===== src/hdl/lam_ofifo.sv =====
// ----------------------------------------------------------------------------
// lam_ofifo
// two-entry output queue that decouples the pipeline from the receiver
// ----------------------------------------------------------------------------
`timescale 1ns / 1ps
`default_nettype none

module lam_ofifo #(
  parameter int W = 8
) (
  input  logic         clk,
  input  logic         rst,
  input  logic         push,
  input  logic [W-1:0] din,
  output logic         full,
  output logic         valid,
  output logic [W-1:0] dout,
  input  logic         stall
);

  localparam logic [1:0] DEPTH = 2'd2;

  logic [W-1:0] mem [2];
  logic         wptr;
  logic         rptr;
  logic [1:0]   count;
  logic         pop;

  assign pop   = valid & ~stall;
  assign full  = (count == DEPTH);
  assign valid = (count != 2'd0);
  assign dout  = mem[rptr];

  always_ff @(posedge clk) begin
    if (rst) begin
      wptr  <= 1'b0;
      rptr  <= 1'b0;
      count <= 2'd0;
    end else begin
      if (push) wptr <= ~wptr;
      if (pop) rptr <= ~rptr;
      if (push && !pop) begin
        count <= count + 2'd1;
      end else if (pop && !push) begin
        count <= count - 2'd1;
      end
    end
  end

  always_ff @(posedge clk) begin
    if (push) mem[wptr] <= din;
  end

`ifndef SYNTHESIS
  a_no_push_full: assert property (@(posedge clk) disable iff (rst)
    push |-> count != DEPTH)
    else $error("word pushed into full output queue");
  a_full_holds: assert property (@(posedge clk) disable iff (rst)
    (full && !pop) |=> full)
    else $error("output queue left full without a pop");
  a_pop_drains: assert property (@(posedge clk) disable iff (rst)
    (pop && !push) |=> count == $past(count) - 2'd1)
    else $error("pop did not lower the fill level");
`endif

endmodule

`default_nettype wire


===== config.mk =====
export PLATFORM = sky130hd
export DESIGN_NAME = lam_ofifo
export DESIGN_NICKNAME = d
export VERILOG_FILES = /design/src/hdl/lam_ofifo.sv
export SDC_FILE = /design/constraint.sdc
export NUM_CORES = 1
export LEC_CHECK = 0
export ABC_AREA = 1
export BUFFER_PORTS_ARGS = -buffer_cell sky130_fd_sc_hd__clkbuf_2
export CAP_MARGIN = 40
export CORE_UTILIZATION = 49
export DETAILED_ROUTE_END_ITERATION = 10
export GPL_TIMING_DRIVEN = 1
export PLACE_DENSITY = 0.75
export REMOVE_ABC_BUFFERS = 1
export SYNTH_ARGS = -nofsm -noshare
export SYNTH_HDL_FRONTEND = slang
export SYNTH_SLANG_ARGS = --single-unit

===== constraint.sdc =====
create_clock -name clk -period 1.3 [get_ports clk]
set_input_delay 0.065 -clock clk [delete_from_list [all_inputs] [get_ports clk]]
set_output_delay 0.065 -clock clk [all_outputs]
set_load 0.1 [all_outputs]

==> flow_metrics.tcl, run 1 <==
set metrics [dict create \
    cts_max_level 1 \
    yosysTopAreaCell "edfxtp_1" \
    gp_congestion 0.6863 \
    yosysSeqAreaShare_pct 70.62 \
    power_leakage_uw 0.0005516 \
    comb_power_share_pct 42.4 \
    ioPinCount 22 \
    p_int_uw 1215 \
    syn_inst 61 \
    min_period_ns 1.316 \
    dpl.hpwl_microns 1001 \
    grt_pass1_vias 526 \
    total_power_uw 1943 \
    antenna_found_initial 0 \
    yosys-top-cells-count "16 x edfxtp_1, 8 x inv_1, 8 x mux2_2, 6 x nand2_1, 6 x nor2_1" \
    io_buffer_count 21 \
    finalMaxSlewViolations 0 \
    area_growth_pct 54.19 \
    fin_cells 112 \
    synth_top_cell_area_share_pct 58.45 \
    path_cells "mux2_4, buf_12" \
    grt.total_usage_pct 17.13 \
    cts_buffers 3 \
    cp_slowest_cell "dfxtp_4" \
    dieArea_sq_mm 0.001846 \
    rr_worst_depth 9 \
    clkSinkCount 21 \
    netlist_area_sq_um 822.0 \
    worstHoldPathCells 3 \
    whs_ns 0.07732 \
    clk_pin_slew_ns 0.11 \
    worst-setup-path-type "reg -> out" \
    async_flop_share_pct 0 \
    post_cts_buffers 0 \
    violations "setup timing" \
    worst_pin_slew_ns 0.3488 \
    synth_edf_count 16 \
    drt_iter0_drc 11 \
    start_util_pct 53.33 \
    synth_ff_type "edfxtp_1" \
    powerDensity_mw_per_mm2 1533 \
    design_area_sq_mm 0.001267 \
    overflow 0 \
    setup_viol 8 \
    clock_latency_ns 0.29 \
    fp.dieW_microns 42.96 \
    crit_fanout 8 \
    grt_max_degree 13 \
    seqPwrFrac_pct 42.2 \
    grt_pass1_wl_microns 2187 \
    rsz0062_at_grt "true" \
    fmax_ghz 0.7600 \
    num_vias 546 \
    critPathMaxStageDelay_ns 0.45 \
    synth_area_leaders "edfxtp_1 58%, dfxtp_1 12%, mux2_2 11%" \
    routed_wl_microns 1499 \
    filler_cell_count 88 \
    finalNetCount 110 \
    crit_arrival_ns 1.25 \
    synth.avg_cell_area_sq_um 13.48 \
    yosysWarnings 0 \
    holdCritPathClass "in -> reg" \
    wl_per_cell_microns 13.38 \
    ctsRootBufferMaster "clkbuf_4" \
    final_antenna_net_count 0 \
    die_h_microns 42.96 \
    slew_headroom_pct 76.72 \
    diodes 0 \
    status "complete, but fails checks" \
    tritoncts "built" \
    maxCapViolations 0 \
    dpl.cell_count 99 \
    vias_per_cell 4.875 \
    skew_ns 0.005451 \
    hold_viol_final 0 \
    route.detailed.drc 0 \
    finalWorstSetupSlack_ns -0.01581 \
    end_kind "output pin" \
    synth_seq_cells 21 \
    clock_path_buffers 2 \
    finalCritPeriodShare_pct 101.2 \
    synth.most_common_cell "edfxtp_1" \
    power_switching_uw 727.7 \
    std_cell_rows 14 \
    core_area_sq_mm 0.001541 \
    pwr-share-clk_pct 15.5 \
    dpl-instance-area_sq_mm 0.001101 \
    first_pass_iters 3 \
    required_ns 1.24 \
    yosysUniqueCellTypes 15 \
    final_layout_size_suffix_gt1_share_pct 43.75 \
    ir_drop_mv 1.337 \
    critPathLaunchType "flip-flop" \
    swShare_pct 37.45 \
]
==> cell type report <==
class                      instances  area (sq um)  share of cell area [%]
sequential                        21         586.8                   46.30
timing repair buffer              32         360.3                   28.43
multi-input combinational         30         239.0                   18.85
inverter                           9         33.78                   2.665
clock buffer                       3         22.52                   1.777
tap                               16         20.02                   1.579
clock inverter                     1         5.005                  0.3949
==> per-stage QoR <==
step | util [%] | setup TNS [ns] | worst slack (ns)
CTS | 81.25 | -0.2063 | -0.03408
floorplan | - | -0.8994 | -0.3890
global placement | 71.43 | 0 | 0.1036
detailed placement | 71.43 | 0 | 0.05939
global route | 82.22 | -0.4338 | -0.06145
finish | 82.22 | -0.07192 | -0.01581
==> metal layers <==
layer / up-vias / track usage [%] / share of wire, % / routed length, microns
met3: 2 / 2.553 / 3.2 / 48
met2: 12 / 32.42 / 58 / 865
li1: 279 / - / - / -
met5: - / 0 / 0 / 0
met4: 0 / 9.091 / 0.60 / 9
met1: 253 / 17.77 / 38 / 576
==> critical path, delay by kind of cell, from the launching register on <==
family / cells / cell delay (ns)
buf+inv: 1 / 0.17
mux: 1 / 0.34
flops: 1 / 0.45
==> logic make-up after synthesis <==
kind of cell | Yosys count | share of synthesized area [%]
buffers and inverters | 10 | 5.479
multiplexers | 8 | 10.96
adder cells (fa/ha/maj) | 1 | 1.522
AND/OR/NAND/NOR | 18 | 9.588
flip-flops | 21 | 70.62
AO/OA/AOI/OAI | 3 | 1.826
==> registers in the layout (all words and copies together), names as in the netlist, named ones only <==
name and flops:
count 2, wptr 1, mem 16, rptr 1
==> cells in the final DEF (no fill, tap or decap), drive strengths merged <==
cell type    Yosys  routed
edfxtp          16      16
clkbuf           0      14
buf              1      12
dlygate4sd3      0       9
inv              9       9
mux2             8       8
nand2            8       8
nor2             6       6
dfxtp            5       5
a21oi            2       2
nand3            2       2
o21ai            1       1
nor3             1       1
nand4            1       1
ha               1       1
clkinv           0       1
==> what timing repair did <==
item / 4_1_cts / 5_1_grt
gates resized for setup: 10 / 3
hold endpoints to repair: 17 / 0
setup endpoints to repair: 8 / 9
hold buffers: 9 / 0
==> power groups by stage <==
stage / clock, uW / sequential [uW] / combinational [uW]
finish: 301 / 819 / 823
global route: 333 / 825 / 854
CTS: 311 / 817 / 815
detailed placement: 0 / 824 / 771
global placement: 0 / 820 / 758
floorplan: 0 / 814 / 495
==> worst paths after layout <==
| path | endpoint | slack, ns | from |
|---|---|---|---|
| worst max-delay path | dout[3] | -0.02 | flip-flop |
| worst min-delay path | wptr | 0.08 | push |
| worst max register to register | count[1] | 0.11 | count[0] |
| worst min register to register | count[0] | 0.53 | count[0] |
(Power assumes the default switching activity.)
==> inputs of run 2 (changes only) <==
--- a/config.mk
+++ b/config.mk
@@ -8,11 +8,13 @@
 export ABC_AREA = 1
 export BUFFER_PORTS_ARGS = -buffer_cell sky130_fd_sc_hd__clkbuf_2
 export CAP_MARGIN = 40
-export CORE_UTILIZATION = 49
+export CORE_ASPECT_RATIO = 0.75
+export CORE_UTILIZATION = 44
 export DETAILED_ROUTE_END_ITERATION = 10
 export GPL_TIMING_DRIVEN = 1
-export PLACE_DENSITY = 0.75
+export PLACE_DENSITY = 0.71
 export REMOVE_ABC_BUFFERS = 1
+export SKIP_CTS_REPAIR_TIMING = 1
 export SYNTH_ARGS = -nofsm -noshare
 export SYNTH_HDL_FRONTEND = slang
 export SYNTH_SLANG_ARGS = --single-unit
==> constraint.sdc (replaced) <==
create_clock -name clk -period 1.2 [get_ports clk]
set_input_delay 0.06 -clock clk [delete_from_list [all_inputs] [get_ports clk]]
set_output_delay 0.06 -clock clk [all_outputs]
set_load 0.1 [all_outputs]
==> flow_metrics.tcl, run 2 (synthesized netlist as in run 1, its figures left out) <==
set metrics [dict create \
    status "complete, but fails checks" \
    violations "setup timing" \
    critPathMaxStageDelay_ns 0.37 \
    power_switching_uw 802.3 \
    overflow 0 \
    worst_pin_slew_ns 0.3655 \
    tns_ns -1.126 \
    rsz0062_at_grt "true" \
    powerDensity_mw_per_mm2 1638 \
    tritoncts "built" \
    final_common_cell "edfxtp_1" \
    final_antenna_net_count 0 \
    clk_pin_slew_ns 0.11 \
    dpl-instance-area_sq_mm 0.001139 \
    power_leakage_uw 0.0005757 \
    route.detailed.drc 0 \
    path_cells "buf_6, mux2_4, buf_12" \
    required_ns 1.14 \
    io_buffer_count 21 \
    finalWorstSetupSlack_ns -0.1515 \
    clock_path_buffers 2 \
    grt.total_usage_pct 15.52 \
    reg_top3 "mem (16), count (2)" \
    vias_per_cell 4.520 \
    area_growth_pct 60.43 \
    crit_arrival_ns 1.29 \
    grt_pass1_wl_microns 2070 \
    clock_latency_ns 0.30 \
    comb_power_share_pct 44.2 \
    wl_per_cell_microns 12.24 \
    die_h_microns 39.44 \
    diodes 0 \
    grt_pass1_vias 470 \
    r2r-end "count[1]" \
    finalNetCount 115 \
    worst-setup-path-type "reg -> out" \
    cts_max_level 1 \
    grt_max_degree 12 \
    pwr-share-clk_pct 15.4 \
    maxCapViolations 0 \
    gp_congestion 0.8064 \
    skew_ns 0.003602 \
    swShare_pct 37.14 \
    cts_buffers 3 \
    ir_drop_mv 1.179 \
    num_vias 556 \
    finalCritPeriodShare_pct 112.6 \
    setup_viol 8 \
    holdCritPathClass "in -> reg" \
    cp_slowest_cell "dfxtp_2" \
    timing.rr.start "count[0]" \
    final_layout_size_suffix_gt1_share_pct 47.52 \
    cp-endpoint "dout[0]" \
    crit_fanout 3 \
    seq_area_sq_um 584.3 \
    core_area_sq_mm 0.001740 \
    drt_iter0_drc 3 \
    filler_cell_count 104 \
    end_kind "output pin" \
    pre_cts_slack_ns -0.01691 \
    critPathLaunchType "flip-flop" \
    dieArea_sq_mm 0.002047 \
    slew_headroom_pct 75.61 \
    dpl.hpwl_microns 1040 \
    min_period_ns 1.352 \
    clkSinkCount 21 \
    largest-register "mem" \
    hold_viol_final 0 \
    first_pass_iters 4 \
    start_util_pct 47.23 \
    layout_common_cells "16 x edfxtp_1, 11 x clkbuf_2, 10 x buf_12" \
    multi_input_area_sq_um 241.5 \
    seqPwrFrac_pct 40.4 \
    routed_wl_microns 1505 \
    rrSetupSlack_ns 0.06 \
    rr_worst_depth 9 \
    finalMaxSlewViolations 0 \
    fp.dieW_microns 51.91 \
    antenna_found_initial 0 \
    ctsRootBufferMaster "clkbuf_4" \
    p_int_uw 1358 \
    fmax_ghz 0.7399 \
    largest_reg_flops 16 \
    ioPinCount 22 \
    std_cell_rows 13 \
    design_area_sq_mm 0.001319 \
]
-- run 2: cell count changes in the layout (fill, tap and decap cells not counted) --
cell / change
buf_4: +3
buf_6: +2
nand2_2: +1
nand2_1: -1
clkinv_2: -1
clkbuf_1: +1
dfxtp_2: +1
inv_1: -1
inv_2: +1
dfxtp_4: -1
-- run 2: layout make-up --
cell class              count  area share [%]
clock buffers               4           1.992
well taps                  22           2.087
multi-input cells          30           18.31
repair buffers             37           30.74
flip-flops and latches     21           44.31
inverters                   9           2.562
-- run 2: power by group through the flow --
stage | Clock (uW) | Sequential, uW | Combinational (uW)
floorplan | 0 | 882 | 536
global placement | 0 | 878 | 862
detailed placement | 0 | 881 | 876
CTS | 334 | 864 | 878
global route | 373 | 878 | 996
finish | 333 | 873 | 955
-- run 2: per-layer routing --
metal,vias to the layer above,track usage (%),part of all wire (%)
met5,-,0,0
met4,0,8.108,0
met3,0,6.202,4.3
met1,256,17.48,44
met2,13,25.64,52
li1,287,-,-
-- run 2: worst min-delay path by stage --
stage / from / end / cells after the start / slack (ns)
final: push / wptr / 3 / 0.08
after global placement: rst / wptr / 2 / 0.24
after CTS: rst / wptr / 2 / -0.07
after detailed placement: rst / wptr / 2 / 0.25
after global routing: push / wptr / 3 / 0.07
after floorplan: rst / wptr / 1 / 0.14
-- run 2: through the flow --
step	power (uW)	cells	util (%)	hold slack [ns]
final	2160	123	75.77	0.07673
after global routing	2247	123	75.77	0.06743
after CTS	2076	113	66.93	-0.07490
after detailed placement	1757	109	65.42	0.2477
after global placement	1740	109	65.42	0.2438
after floorplan	1418	60	-	0.1393
-- run 2: critical path, delay by kind of cell (launching register included) --
family	cells	cell delay [ns]
buf+inv	2	0.29
flops	1	0.37
mux	1	0.32
==> inputs of run 3 (changes only) <==
--- a/config.mk
+++ b/config.mk
@@ -9,6 +9,7 @@
 export BUFFER_PORTS_ARGS = -buffer_cell sky130_fd_sc_hd__clkbuf_2
 export CAP_MARGIN = 40
 export CORE_ASPECT_RATIO = 0.75
+export CORE_MARGIN = 2
 export CORE_UTILIZATION = 44
 export DETAILED_ROUTE_END_ITERATION = 10
 export GPL_TIMING_DRIVEN = 1
==> flow_metrics.tcl, run 3 (synthesized netlist as in run 1, its figures left out) <==
set metrics [dict create \
    status "complete, but fails checks" \
    violations "setup timing" \
    finalNetCount 114 \
    grt_pass1_wl_microns 2159 \
    seq_area_sq_um 586.8 \
    cp_top_family "flip-flops" \
    cp_slowest_cell "dfxtp_4" \
    multi_input_area_sq_um 244.0 \
    tritoncts "built" \
    final_common_cell "edfxtp_1" \
    end_kind "output pin" \
    power_leakage_uw 0.0005675 \
    crit_arrival_ns 1.26 \
    wl_met1_microns 638 \
    vias_per_cell 4.566 \
    skew_ns 0.004455 \
    dieArea_sq_mm 0.002234 \
    timing.rr.start "count[0]" \
    final_layout_size_suffix_gt1_share_pct 49.00 \
    fmax_ghz 0.7603 \
    critPathMaxStageDelay_ns 0.46 \
    filler_cell_count 107 \
    grt_pass1_vias 483 \
    maxCapViolations 0 \
    std_cell_rows 13 \
    rsz0062_at_grt "true" \
    fp.dieW_microns 53.91 \
    critPathLaunchType "flip-flop" \
    min_period_ns 1.315 \
    start_util_pct 47.23 \
    cp.buffers_inverters 1 \
    clkSinkCount 21 \
    clk_pin_slew_ns 0.10 \
    finalWorstSetupSlack_ns -0.1153 \
    holdCritPathClass "in -> reg" \
    dpl.cell_count 107 \
    gp_congestion 0.7050 \
    grt.total_usage_pct 13.84 \
    path_cells "mux2_4, buf_12" \
    grt_max_degree 12 \
    ctsRootBufferMaster "clkbuf_4" \
    io_buffer_count 21 \
    cts_max_level 1 \
    wl_per_cell_microns 12.70 \
    routed_wl_microns 1549 \
    core_area_sq_mm 0.001740 \
    top_layer "met4" \
    overflow 0 \
    slew_headroom_pct 76.40 \
    powerDensity_mw_per_mm2 1636 \
    ir_drop_mv 1.220 \
    finalMaxSlewViolations 0 \
    diodes 0 \
    layout_common_cells "16 x edfxtp_1, 11 x clkbuf_2, 10 x buf_12" \
    clock_latency_ns 0.29 \
    reg_top3 "mem (16), count (2)" \
    dpl.hpwl_microns 956.5 \
    first_pass_iters 4 \
    final_antenna_net_count 0 \
    cts_buffers 3 \
    worst_pin_slew_ns 0.3536 \
    antenna_found_initial 0 \
    ioPinCount 22 \
    required_ns 1.14 \
    area_growth_pct 59.21 \
    hold_viol_final 0 \
    num_vias 557 \
    min-delay-start "push" \
    fin_cells 122 \
    clock_path_buffers 2 \
    finalCritPeriodShare_pct 109.6 \
    dr_wl_met3_microns 63 \
    worst-setup-path-type "reg -> out" \
    largest-register "mem" \
    die_h_microns 41.44 \
    total_power_uw 2141 \
    drt_iter0_drc 11 \
    setup_viol 8 \
    met2_length_microns 827 \
    route.detailed.drc 0 \
    crit_fanout 8 \
    largest_reg_flops 16 \
]
==> run 3: cell types whose count changed in the layout (fill, tap and decap cells not counted), sizes merged <==
| cell | delta |
|---|---|
| buf | -1 |
==> run 3: layout make-up <==
class	count	area share, %
sequential	21	44.84
tap	22	2.103
timing repair buffer	36	29.83
inverter	9	2.581
clock buffer	4	2.008
multi-input combinational	30	18.64
==> run 3: power breakdown <==
| part | total, uW | leakage, uW | internal (uW) | switching, uW |
|---|---|---|---|---|
| clock | 318 | 0.0000150 | 129 | 188 |
| sequential | 889 | 0.000193 | 845 | 44.1 |
| combinational | 934 | 0.000360 | 378 | 556 |
| total | 2140 | 0.000568 | 1350 | 788 |
==> run 3: worst min-delay path: cells and delay by family <==
kind	cells	cell delay, ns
simple gates	2	0.16
buf+inv	1	0.12
==> run 3: path summary, 6_finish.rpt <==
| check | to | slack (ns) | cells after the start |
|---|---|---|---|
| worst max-delay path | dout[6] | -0.12 | 2 |
| worst min-delay path | wptr | 0.09 | 3 |
| worst min register to register | rptr | 0.53 | 2 |
| worst max register to register | count[1] | 0.08 | 9 |
==> run 3: stage by stage <==
stage / hold WS [ns] / area [sq um] / TNS [ns] / utilization [%] / setup WS, ns
after floorplan: 0.1393 / 810.8 / -1.194 / - / -0.4840
final: 0.08577 / 1309 / -0.8853 / 75.20 / -0.1153
after CTS: -0.07025 / 1150 / -2.519 / 66.07 / -0.3208
after detailed placement: 0.2533 / 1124 / -0.03221 / 64.56 / -0.03221
after global routing: 0.1093 / 1309 / -1.262 / 75.20 / -0.1574
after global placement: 0.2480 / 1124 / 0 / 64.56 / 0.006787
==> run 3: metal layers <==
metal | track usage [%] | up-vias
met5 | 0 | -
met4 | 6.154 | 0
met3 | 4.676 | 2
met2 | 19.76 | 14
met1 | 19.02 | 257
li1 | - | 284
